==> src/rtl/ntpc_pkg.sv <==
`timescale 1ns / 1ps
package ntpc_pkg;

  localparam logic CMD_GFX = 1'b0;
  localparam logic CMD_PAL = 1'b1;

  localparam logic TGT_VRAM = 1'b0;
  localparam logic TGT_PAL  = 1'b1;

  localparam int QUEUE_DEPTH = 2;
  localparam int QPTR_W      = $clog2(QUEUE_DEPTH);
  localparam int QCNT_W      = $clog2(QUEUE_DEPTH + 1);

  localparam int PLANES = 4;
  localparam int PIXELS = 8;

  typedef struct packed {
    logic        cmd;
    logic [8:0]  position;
    logic [31:0] payload;
  } in_word_t;

  typedef struct packed {
    logic        target;
    logic [13:0] address;
    logic [15:0] value;
    logic        last;
  } out_word_t;

  // decoded job handed from front to back
  typedef struct packed {
    logic        kind;
    logic [13:0] base;
    logic [31:0] data;
  } job_t;

endpackage

==> src/rtl/ntpc_front.sv <==
`timescale 1ns / 1ps
module ntpc_front import ntpc_pkg::*; (
  input  logic     clk,
  input  logic     rst,
  input  logic     cfg_we,
  input  logic [2:0] cfg_data,
  input  logic     src_valid,
  output logic     src_ready,
  input  in_word_t src_word,
  input  logic     q_full,
  output logic     push,
  output job_t     job
);

  logic [2:0] bank_slot;
  logic [3:0] tile;
  logic [3:0] y;
  logic [5:0] chr;

  always_ff @(posedge clk) begin
    if (rst) begin
      bank_slot <= 3'd0;
    end else if (cfg_we) begin
      bank_slot <= cfg_data;
    end
  end

  assign src_ready = !q_full;
  assign push      = src_valid && !q_full;

  assign tile = src_word.position[8:5];
  assign y    = src_word.position[4:1];
  assign chr  = {tile[3], y[3], tile[2:0], src_word.position[0]};

  always_comb begin
    job.kind = src_word.cmd;
    job.data = '0;
    if (src_word.cmd == CMD_PAL) begin
      job.base = {7'd0, bank_slot, src_word.position[3:0]};
      // rgb565 to bgr555, green drops its lsb
      job.data[15:0] = {1'b0, src_word.payload[4:0], src_word.payload[10:6],
                        src_word.payload[15:11]};
    end else begin
      job.base = {bank_slot, chr, 1'b0, y[2:0], 1'b0};
      for (int i = 0; i < PIXELS; i++) begin
        for (int j = 0; j < PLANES; j++) begin
          job.data[j*8 + 7 - i] = src_word.payload[28 - 4*i + j];
        end
      end
    end
  end

endmodule

==> src/rtl/ntpc_queue.sv <==
`timescale 1ns / 1ps
module ntpc_queue import ntpc_pkg::*; (
  input  logic clk,
  input  logic rst,
  input  logic push,
  input  job_t push_job,
  output logic full,
  input  logic pop,
  output logic head_valid,
  output job_t head_job
);

  job_t              slots [QUEUE_DEPTH];
  logic [QPTR_W-1:0] wr_ptr;
  logic [QPTR_W-1:0] rd_ptr;
  logic [QCNT_W-1:0] count;
  logic              do_pop;

  assign full       = (count == QCNT_W'(QUEUE_DEPTH));
  assign head_valid = (count != '0);
  assign head_job   = slots[rd_ptr];
  assign do_pop     = pop && head_valid;

  always_ff @(posedge clk) begin
    if (push) begin
      slots[wr_ptr] <= push_job;
    end
  end

  always_ff @(posedge clk) begin
    if (rst) begin
      wr_ptr <= '0;
      rd_ptr <= '0;
      count  <= '0;
    end else begin
      if (push) begin
        wr_ptr <= (wr_ptr == QPTR_W'(QUEUE_DEPTH - 1)) ? '0 : wr_ptr + 1'b1;
      end
      if (do_pop) begin
        rd_ptr <= (rd_ptr == QPTR_W'(QUEUE_DEPTH - 1)) ? '0 : rd_ptr + 1'b1;
      end
      if (push && !do_pop) begin
        count <= count + 1'b1;
      end else if (do_pop && !push) begin
        count <= count - 1'b1;
      end
    end
  end

endmodule

==> src/rtl/ntpc_back.sv <==
`timescale 1ns / 1ps
module ntpc_back import ntpc_pkg::*; (
  input  logic      clk,
  input  logic      rst,
  input  logic      head_valid,
  input  job_t      head_job,
  output logic      pop,
  output logic      dst_valid,
  input  logic      dst_ready,
  output out_word_t dst_word
);

  logic [1:0] step;
  logic       load;
  logic       final_step;
  out_word_t  result;

  assign load       = head_valid && (!dst_valid || dst_ready);
  assign final_step = (head_job.kind == CMD_PAL) ? (step == 2'd1) : (step == 2'd3);
  assign pop        = load && final_step;

  always_comb begin
    result.last = final_step;
    if (head_job.kind == CMD_PAL) begin
      result.target  = TGT_PAL;
      result.address = head_job.base | {6'd0, step[0], 7'd0};
      result.value   = head_job.data[15:0];
    end else begin
      result.target  = TGT_VRAM;
      result.address = head_job.base | {9'd0, step[1], 3'd0, step[0]};
      result.value   = {8'd0, head_job.data[step*8 +: 8]};
    end
  end

  always_ff @(posedge clk) begin
    if (rst) begin
      step      <= 2'd0;
      dst_valid <= 1'b0;
    end else begin
      if (load) begin
        step      <= final_step ? 2'd0 : step + 2'd1;
        dst_valid <= 1'b1;
      end else if (dst_ready) begin
        dst_valid <= 1'b0;
      end
    end
  end

  always_ff @(posedge clk) begin
    if (load) begin
      dst_word <= result;
    end
  end

endmodule

==> src/rtl/nibble_tile_to_planar_converter_core.sv <==
`timescale 1ns / 1ps
// an input word taken is written into the job queue, then its first result word
// is loaded into the output register; a graphics word gives four results and a
// palette word two, one result per cycle unless dst_ready stalls the back end
// a two-entry job queue lets input words be taken while results are stalled
// reset: synchronous rst empties the queue and output, bank_slot returns to 0
module nibble_tile_to_planar_converter_core import ntpc_pkg::*; (
  input  logic       clk,
  input  logic       rst,
  input  logic       cfg_we,
  input  logic [2:0] cfg_data,
  input  logic       src_valid,
  output logic       src_ready,
  input  in_word_t   src_word,
  output logic       dst_valid,
  input  logic       dst_ready,
  output out_word_t  dst_word
);

  logic q_full;
  logic push;
  job_t push_job;
  logic pop;
  logic head_valid;
  job_t head_job;

  ntpc_front u_front (
    .clk       (clk),
    .rst       (rst),
    .cfg_we    (cfg_we),
    .cfg_data  (cfg_data),
    .src_valid (src_valid),
    .src_ready (src_ready),
    .src_word  (src_word),
    .q_full    (q_full),
    .push      (push),
    .job       (push_job)
  );

  ntpc_queue u_queue (
    .clk        (clk),
    .rst        (rst),
    .push       (push),
    .push_job   (push_job),
    .full       (q_full),
    .pop        (pop),
    .head_valid (head_valid),
    .head_job   (head_job)
  );

  ntpc_back u_back (
    .clk        (clk),
    .rst        (rst),
    .head_valid (head_valid),
    .head_job   (head_job),
    .pop        (pop),
    .dst_valid  (dst_valid),
    .dst_ready  (dst_ready),
    .dst_word   (dst_word)
  );

endmodule

==> config.mk <==
export PLATFORM = sky130hd
export DESIGN_NAME = nibble_tile_to_planar_converter_core
export DESIGN_NICKNAME = d
export VERILOG_FILES = /design/src/rtl/ntpc_pkg.sv /design/src/rtl/ntpc_front.sv /design/src/rtl/ntpc_queue.sv /design/src/rtl/ntpc_back.sv /design/src/rtl/nibble_tile_to_planar_converter_core.sv
export SDC_FILE = /design/constraint.sdc
export NUM_CORES = 1
export LEC_CHECK = 0
export BUFFER_PORTS_ARGS = -buffer_cell sky130_fd_sc_hd__buf_2
export CAP_MARGIN = 10
export CORE_UTILIZATION = 55
export DETAILED_ROUTE_END_ITERATION = 16
export GPL_TIMING_DRIVEN = 0
export PLACE_DENSITY = 0.78
export SETUP_SLACK_MARGIN = 0.05
export SLEW_MARGIN = 25
export SYNTH_ARGS = -nofsm -noshare
export SYNTH_HDL_FRONTEND = slang
export SYNTH_SLANG_ARGS = --single-unit
==> constraint.sdc <==
create_clock -name clk -period 8.1 [get_ports clk]
set_input_delay 1.215 -clock clk [delete_from_list [all_inputs] [get_ports clk]]
set_output_delay 1.215 -clock clk [all_outputs]
set_load 0.05 [all_outputs]
== Word level (Yosys, flattened, before mapping) ==
Memories as Yosys holds them, arrays and structs flattened. A register that Yosys moved wholly into a read port is not among the register bits.
Cells that the tools add are included.
Word-level totals
  memories kept: 1
  word-level logic and storage cells: 53
  input bits: 50
  register bits: 42
  output and inout port bits: 34
  bits in writable memories: 94
Cells by class
  equal/unequal tests: 3
  $add $sub $neg: 5
  shift operators: 1
  reductions and logical operators: 14
  mux-type cells: 16
  bitwise operators: 2
Memory list
  u_queue.slots: depth 2, bits a word 47, rd ports 1, clocked after memory_dff 1, wr ports 1, RTL line ntpc_queue.sv:13  | job_t slots [QUEUE_DEPTH];
Operators by type and width (count)
  two-way mux 16 bit: 2
  variable part select 32 x 6 -> 8 bit: 1
  two-way mux 31 bit: 1
  two-way mux 14 bit: 1
  bitwise OR 14 x 5 -> 14 bit: 1
  bitwise OR 14 x 8 -> 14 bit: 1
  two-way mux 1 bit: 9
  logical AND 1 bit: 6
  two-way mux 2 bit: 3
  nonzero test 2 bit: 3
  adder 2 x 1 -> 2 bit, second input constant: 2
  equality test 2 bit, second input constant: 2
  zero test 1 bit: 4
  adder 1 bit, second input constant: 2
  equality test 2 x 1 -> 1 bit, second input constant: 1
  subtractor 2 x 1 -> 2 bit, second input constant: 1
  logical OR 1 bit: 1

== Logic depth before layout (Yosys ltp) ==
Gate-level depths: netlist of the first run.
  depth after elaboration: 8
  gate-level depth with buffers: 9

== Cells and area by module ==
From an unflattened synthesis of the first run, not the netlist that was laid out.
Second synthesis, totals
  cell total of the unflattened synthesis: 339
  area total of the unflattened synthesis: 5756.8 µm²
Modules (own cells, without submodules)
  ntpc_queue: seq. area each 2922.8 µm², times used 1, cells an instance 168, area an instance 3609.7 µm²
  ntpc_back: seq. area each 1021.0 µm², times used 1, cells an instance 108, area an instance 1546.5 µm²
  ntpc_front: seq. area each 60.1 µm², times used 1, cells an instance 63, area an instance 600.6 µm²

== Least setup slack after synthesis of the first run ==
OpenSTA, ideal clock, no wires.
  path type: in2reg
  start point: input src_valid
  end point: memory u_queue.slots[0][0] in the netlist's numbering (enable)
  setup slack: 4.348 ns
  required time: 7.648 ns
  data arrival time: 3.300 ns
  stages on the path: 2
  cell sequence: nand2_1 -> nor2_1
On the way
  word-level cells in the longest chain between the ends: 3
Ends and longest elaborated chain
  start, declared: RTL line nibble_tile_to_planar_converter_core.sv:12  | input logic src_valid,
  logical AND 1 bit: RTL line ntpc_front.sv:29  | assign push = src_valid && !q_full;
  two-way mux 1 bit: RTL line ntpc_queue.sv:25  | if (push) begin
  two-way mux 1 bit (not written as such): RTL line ntpc_queue.sv:26  | slots[wr_ptr] <= push_job;
  end, declared: RTL line ntpc_queue.sv:13
Every way passes these cells.

== Final worst setup path of the first run ==
  start point: register u_queue.count[0]
  end point: output src_ready
On the way
  word-level cells in the longest chain between the ends: 2
Ends and longest elaborated chain
  start, declared: RTL line ntpc_queue.sv:16  | logic [QCNT_W-1:0] count;
  start signal, assigned: RTL line ntpc_queue.sv:43  | count <= count + 1'b1;
  start signal, assigned: RTL line ntpc_queue.sv:45  | count <= count - 1'b1;
  equality test 2 bit: RTL line ntpc_queue.sv:19  | assign full = (count == QCNT_W'(QUEUE_DEPTH));
  zero test 1 bit: RTL line ntpc_front.sv:28  | assign src_ready = !q_full;
  end, declared: RTL line nibble_tile_to_planar_converter_core.sv:13  | output logic src_ready,
Every way passes these cells.

==> flow_metrics.tcl, run 1 <==
set metrics [dict create \
    synth_top_area_share_pct 70.5 \
    synth-adder-area-share_pct 0.233 \
    seq_area_frac_synth_pct 74.6 \
    yosys.area_share.simple_pct 6.74 \
    rrSetupSlack_ns 5.76 \
    internal_power_uw 1710 \
    swShare_pct 33.4 \
    clk_latency_ns 0.52 \
    synth_mux_area_share_pct 13.6 \
    wl_per_cell_um 18.5 \
    setup_viol 0 \
    clkPwrFrac_pct 31.1 \
    n_fill_cell 611 \
    layout_min_cycle_time_ns 2.63 \
    combPwrFrac_pct 28.2 \
    ys_seq_elements 137 \
    synth_area_per_cell_um2 17.6 \
    rsz0062_at_grt "false" \
    place.port_buffers 83 \
    pre_cts_ws_ns 5.10 \
    whs_path_depth 2 \
    clk_pin_slew_ns 0.06 \
    grt_use_met2_pct 37.8 \
    worstPathCellList "nand2b_1 > buf_2" \
    reg2reg_to "u_queue.count[1]" \
    antenna_found_initial 0 \
    rr_worst_depth 8 \
    ant_nets 0 \
    status "completed" \
    pin_count 84 \
    fmax_mhz 380 \
    root_buffer "clkbuf_8" \
    max_slew_margin_pct 50.9 \
    drc_errors 0 \
    ctsHoldBuffers 0 \
    synthesis.nets 356 \
    cp_slowest_cell "dfxtp_1" \
    start_util_pct 57.6 \
    maxCapViolCount 0 \
    synth-xor-area-share_pct 0.979 \
    synth_top_family_by_area "multiplexers" \
    top_usage_layer "met2" \
    layout-drive-gt1-share_pct 40.0 \
    p_switching_uw 856 \
    synth_cell_type_count 29 \
    die_y_um 101 \
    core-area_mm2 0.00933 \
    worstHoldPathType "flop to flop" \
    worstMarginPinSlew_ns 0.731 \
    end_kind "output pin" \
    criticalPathCategory "flop to output pin" \
    placed_area_mm2 0.00604 \
    grt_usage_pct 22.3 \
    grt_overflow 0 \
    setup_tns_ns 0 \
    slowest_delay_ns 0.43 \
    grt_use_met1_pct 25.8 \
    min_from "u_queue.rd_ptr" \
    crit_family "flip-flops" \
    via_count 2968 \
    final_cells 552 \
    wirelength_um 10200 \
    yosys_warnings 0 \
    utilization_pct 71.5 \
    grt_pass1_wl_um 15700 \
    first_pass_iters 5 \
    skew_ns 0.00657 \
    layout_setup_ws_ns 5.47 \
    grt_max_degree 48 \
    seq_power_share_pct 40.7 \
    dieArea_mm2 0.0102 \
    min_period_over_period_pct 32.5 \
    powerDensity_mw_per_mm2 385 \
    drtIter0Drc 207 \
    vias_per_cell 5.38 \
    cts.path.max_buffers 2 \
    worst-path-buf-inv 1 \
    routabilityCongestion 0.727 \
    fin_nets 461 \
    cp.arrival_ns 1.41 \
    p_leak_uw 0.00243 \
    worstSetupPathDepth 2 \
    ir_drop_v 0.000164 \
    synth_area_mm2 0.00537 \
    antenna_cells 0 \
    required_ns 6.88 \
    die_w_um 101 \
    area_delta_synth_final_pct 24.2 \
    drv_slew 0 \
    yosysTopAreaCell "edfxtp_1" \
    dpl.hpwl_um 6650 \
    grt_pass1_vias 3034 \
    placementRows 35 \
    numCtsBuffers 17 \
    synth_compound_area_share_pct 2.33 \
    stdcell_area_mm2 0.00667 \
    synth.area.top_cells "edfxtp_1, mux2_2, dfxtp_1" \
    grt_use_met3_pct 6.17 \
    dp_cells 520 \
    htree_levels 4 \
    crit_fanout 5 \
    final_hold_viol_count 0 \
    cts_tree "built" \
    cts.sinks 137 \
    postSynthCellCount 305 \
    post_cts_buffers 0 \
    post_cts_resized 0 \
    critPathLaunchType "flop" \
]
==> synth_stat cells (all sizes together) <==
cell / n
nor3b: 1
clkbuf: 7
nand3: 1
ha: 1
a221o: 2
nand2b: 2
and2: 4
a21oi: 4
or2: 1
nor2b: 26
mux2: 28
nand2: 4
mux4: 8
nor2: 26
or3: 2
clkinv: 1
o21ai: 3
a221oi: 8
buf: 8
and3: 2
inv: 1
dfxtp: 11
xor2: 3
edfxtp: 126
xnor2: 3
mux2i: 22
==> worst max path at each step <==
stage	end	start	slack, ns
detailed placement	u_queue.slots[0][13]	src_word[41]	5.10
floorplan	u_queue.slots[0][0]	src_valid	4.35
CTS	src_ready	u_queue.count[0]	5.44
finish	src_ready	u_queue.count[0]	5.47
global route	src_ready	u_queue.count[0]	5.42
global placement	u_queue.slots[0][35]	src_valid	3.14
==> through the flow <==
| step | power [µW] | hold slack [ns] |
|---|---|---|
| 2_1_floorplan | 1570 | 0.466 |
| 3_3_place_gp | 1730 | 0.487 |
| 3_5_place_dp | 1780 | 0.494 |
| 4_1_cts | 2580 | 0.526 |
| 5_1_grt | 2650 | 0.551 |
| 6_report | 2570 | 0.526 |
==> power groups by stage <==
stage               sequential [µW]  combinational [µW]  clock (µW)
floorplan                      1330                 241           0
global route                   1060                 764         832
finish                         1040                 723         798
detailed placement             1060                 722           0
CTS                            1050                 728         807
global placement               1060                 664           0
==> layout by cell type, fill, tap and decap left out, types with 3 or more instances in the layout <==
cell       count
nand2_1        4
xnor2_1        3
nor2b_1       26
mux4_2         8
and2_1         3
buf_4          4
buf_2         87
clkinv_4       5
nor2_1        25
xor2_1         3
edfxtp_1     126
buf_16         3
a221oi_1       8
mux2_2        28
a21oi_1        4
clkbuf_1       7
clkinv_2       3
dfxtp_1       11
clkbuf_16     16
mux2i_1       21
bufinv_16      4
==> cell families after synthesis <==
family | Yosys count
buf+inv | 17
xor+xnor | 6
mux | 58
simple gates | 69
compound gates | 17
fa+ha+maj | 1
flops | 137
==> sequential cells by signal, indices dropped and copies added, names as in the netlist, named ones only <==
register and cells:
u_queue.slots 94, u_back.dst_word 32, u_back.dst_valid 1, u_front.bank_slot 3, u_queue.rd_ptr 1, u_back.step 2, u_queue.wr_ptr 1, u_queue.count 2
==> final cells by class <==
cell class                      count  area (µm²)  area share [%]
Buffer                             15        76.3            1.14
Clock buffer                       18         428            6.42
Clock inverter                     14         198            2.96
Inverter                            2        8.76           0.131
Multi-Input combinational cell    151        1290            19.4
Sequential cell                   137        4000            60.0
Tap cell                          129         161            2.42
Timing Repair Buffer               86         498            7.47
==> tightest hold or removal path: stages (launching register included) <==
cell	delay, ns
dfxtp_1	0.31
o21ai_0	0.10
a21oi_1	0.07
==> routing by layer <==
layer	routed length, µm	share of wire (%)
met5	0	0
met4	268	2.6
met3	594	5.8
met2	5260	51
met1	4100	40
(Power assumes the default switching activity.)
==> inputs of run 2 (changes only) <==
--- a/config.mk
+++ b/config.mk
@@ -7,10 +7,10 @@
 export LEC_CHECK = 0
 export BUFFER_PORTS_ARGS = -buffer_cell sky130_fd_sc_hd__buf_2
 export CAP_MARGIN = 10
-export CORE_UTILIZATION = 55
+export CORE_UTILIZATION = 51
 export DETAILED_ROUTE_END_ITERATION = 16
 export GPL_TIMING_DRIVEN = 0
-export PLACE_DENSITY = 0.78
+export PLACE_DENSITY = 0.76
 export SETUP_SLACK_MARGIN = 0.05
 export SLEW_MARGIN = 25
 export SYNTH_ARGS = -nofsm -noshare
==> constraint.sdc (replaced) <==
create_clock -name clk -period 2.1 [get_ports clk]
set_input_delay 0.315 -clock clk [delete_from_list [all_inputs] [get_ports clk]]
set_output_delay 0.315 -clock clk [all_outputs]
set_load 0.05 [all_outputs]
==> run 2 against run 1 <==
- first-iteration DRC count decreased by 15%
- wire length decreased by 0.27%
- core utilization decreased by 6.2 points
- final area increased by 0.69%
- critical path depth increased by 4
- count of clock-buffer cells in the layout decreased by 1
- combinational power increased to 3.9 times the previous value
- power increased to 3.8 times the previous value
- largest cell class unchanged
==> flow_metrics.tcl, run 2 (synthesis gave the netlist of run 1 again) <==
set metrics [dict create \
    numCtsBuffers 17 \
    antenna_cells 0 \
    routabilityCongestion 0.754 \
    combPwrFrac_pct 29.1 \
    grt_pass1_wl_um 16000 \
    min_period_over_period_pct 93.3 \
    ir_drop_v 0.000738 \
    mostFrequentLayoutCells "edfxtp_1, buf_2, mux2_2" \
    wirelength_um 10200 \
    swShare_pct 34.0 \
    crit_family "simple AND/OR/NAND/NOR gates" \
    worstMarginPinSlew_ns 0.794 \
    drtIter0Drc 175 \
    grt_pass1_vias 3063 \
    finalPower_uw 9630 \
    pre_cts_ws_ns -0.141 \
    crit_fanout 10 \
    setup_tns_ns 0 \
    critPathLaunchType "flop" \
    via_count 2987 \
    criticalPathCategory "flop to flop" \
    core-area_mm2 0.0103 \
    drv_slew 0 \
    dieArea_mm2 0.0109 \
    area_delta_synth_final_pct 25.1 \
    worst-path-buf-inv 1 \
    largest_reg_flops 94 \
    clk_pin_slew_ns 0.06 \
    layout_min_cycle_time_ns 1.96 \
    timing.hold.ws_ns 0.0460 \
    vias_per_cell 5.30 \
    worstHoldPathType "input port to flop" \
    p_switching_uw 3280 \
    grt_max_degree 48 \
    utilization_pct 65.3 \
    placementRows 37 \
    seq_power_share_pct 42.0 \
    die_w_um 105 \
    antenna_found_initial 0 \
    powerDensity_mw_per_mm2 1430 \
    required_ns 2.55 \
    dpl.hpwl_um 6770 \
    start_util_pct 52.2 \
    slowest_delay_ns 0.53 \
    die_y_um 105 \
    ant_nets 0 \
    cts.sinks 137 \
    grt_usage_pct 20.0 \
    fin_nets 466 \
    place.port_buffers 83 \
    drc_errors 0 \
    first_pass_iters 4 \
    rsz0062_at_grt "false" \
    layout_setup_ws_ns 0.141 \
    cp.arrival_ns 2.41 \
    max_slew_margin_pct 46.7 \
    fmax_mhz 511 \
    end_kind "flop" \
    biggestRegsByFlops "u_queue.slots (94), u_back.dst_word (32), u_front.bank_slot (3)" \
    wl_per_cell_um 18.1 \
    worstPathCellList "buf_4 > and3_1 > nand2_2 > ha_4 > or3_1 > a21oi_1" \
    cts_tree "built" \
    root_buffer "clkbuf_8" \
    cp_slowest_cell "dfxtp_1" \
    clk_latency_ns 0.52 \
    cts.path.max_buffers 2 \
    pin_count 84 \
    skew_ns 0.00997 \
    htree_levels 4 \
    maxCapViolCount 0 \
    layout_commonest_cell "edfxtp_1" \
    clkPwrFrac_pct 28.9 \
    setup_viol 0 \
    status "completed" \
    layout-drive-gt1-share_pct 40.2 \
    p_leak_uw 0.00243 \
    internal_power_uw 6350 \
    grt_overflow 0 \
    largest_register "u_queue.slots" \
    final_hold_viol_count 0 \
]
## run 2: area by class of cell
type | instances | area [µm²]
Sequential cell | 137 | 4000
Fill cell | 733 | 3560
Multi-Input combinational cell | 151 | 1330
Timing Repair Buffer | 92 | 556
Clock buffer | 17 | 414
Tap cell | 136 | 170
Clock inverter | 15 | 151
Buffer | 14 | 85.1
Inverter | 2 | 8.76
## run 2: repair_timing
item / in CTS / in global routing
endpoints found under the setup margin: 1 / 9
resized for setup: 4 / 4
cloned: 0 / 0
pin swaps: 0 / 1
hold buffers: 5 / 0
endpoints found under the hold margin: 9 / 0
buffers inserted: 1 / 0
## run 2: worst register-to-register path, delay by kind of cell, from the launching register on
kind / cells / cell delay, ns
buf+inv: 1 / 0.29
fa+ha+maj: 1 / 0.25
compound gates: 1 / 0.15
simple gates: 3 / 0.68
flops: 1 / 0.53
## run 2: metrics by stage
step	area (µm²)	instances
final	6710	564
after global routing	6710	564
after CTS	6690	564
after detailed placement	6050	527
after global placement	5970	524
after floorplan	5380	305
## run 2: metal layers
metal,vias up,part of all wire [%],global-route usage (%)
met5,-,0,0
met4,0,2.2,11.2
met3,19,4.4,2.99
met2,95,51,33.2
met1,1475,42,25.4
li1,1398,-,-
## run 2: final timing paths
kind | cells after the start | to | start | slack (ns)
min | 3 | u_front.bank_slot[0] | cfg_data[0] | 0.05
max reg2reg | 6 | u_queue.count[1] | u_back.step[0] | 0.14
min reg2reg | 2 | u_queue.rd_ptr | u_queue.rd_ptr | 0.52
max | 6 | u_queue.count[1] | u_back.step[0] | 0.14
## run 2: power by group through the flow
| stage | combinational (µW) | clock [µW] | sequential (µW) |
|---|---|---|---|
| after detailed placement | 2780 | 0 | 4080 |
| after global placement | 2580 | 0 | 4070 |
| after floorplan | 939 | 0 | 5110 |
| after global routing | 2950 | 2930 | 4100 |
| final | 2800 | 2790 | 4050 |
| after CTS | 2790 | 2830 | 4050 |
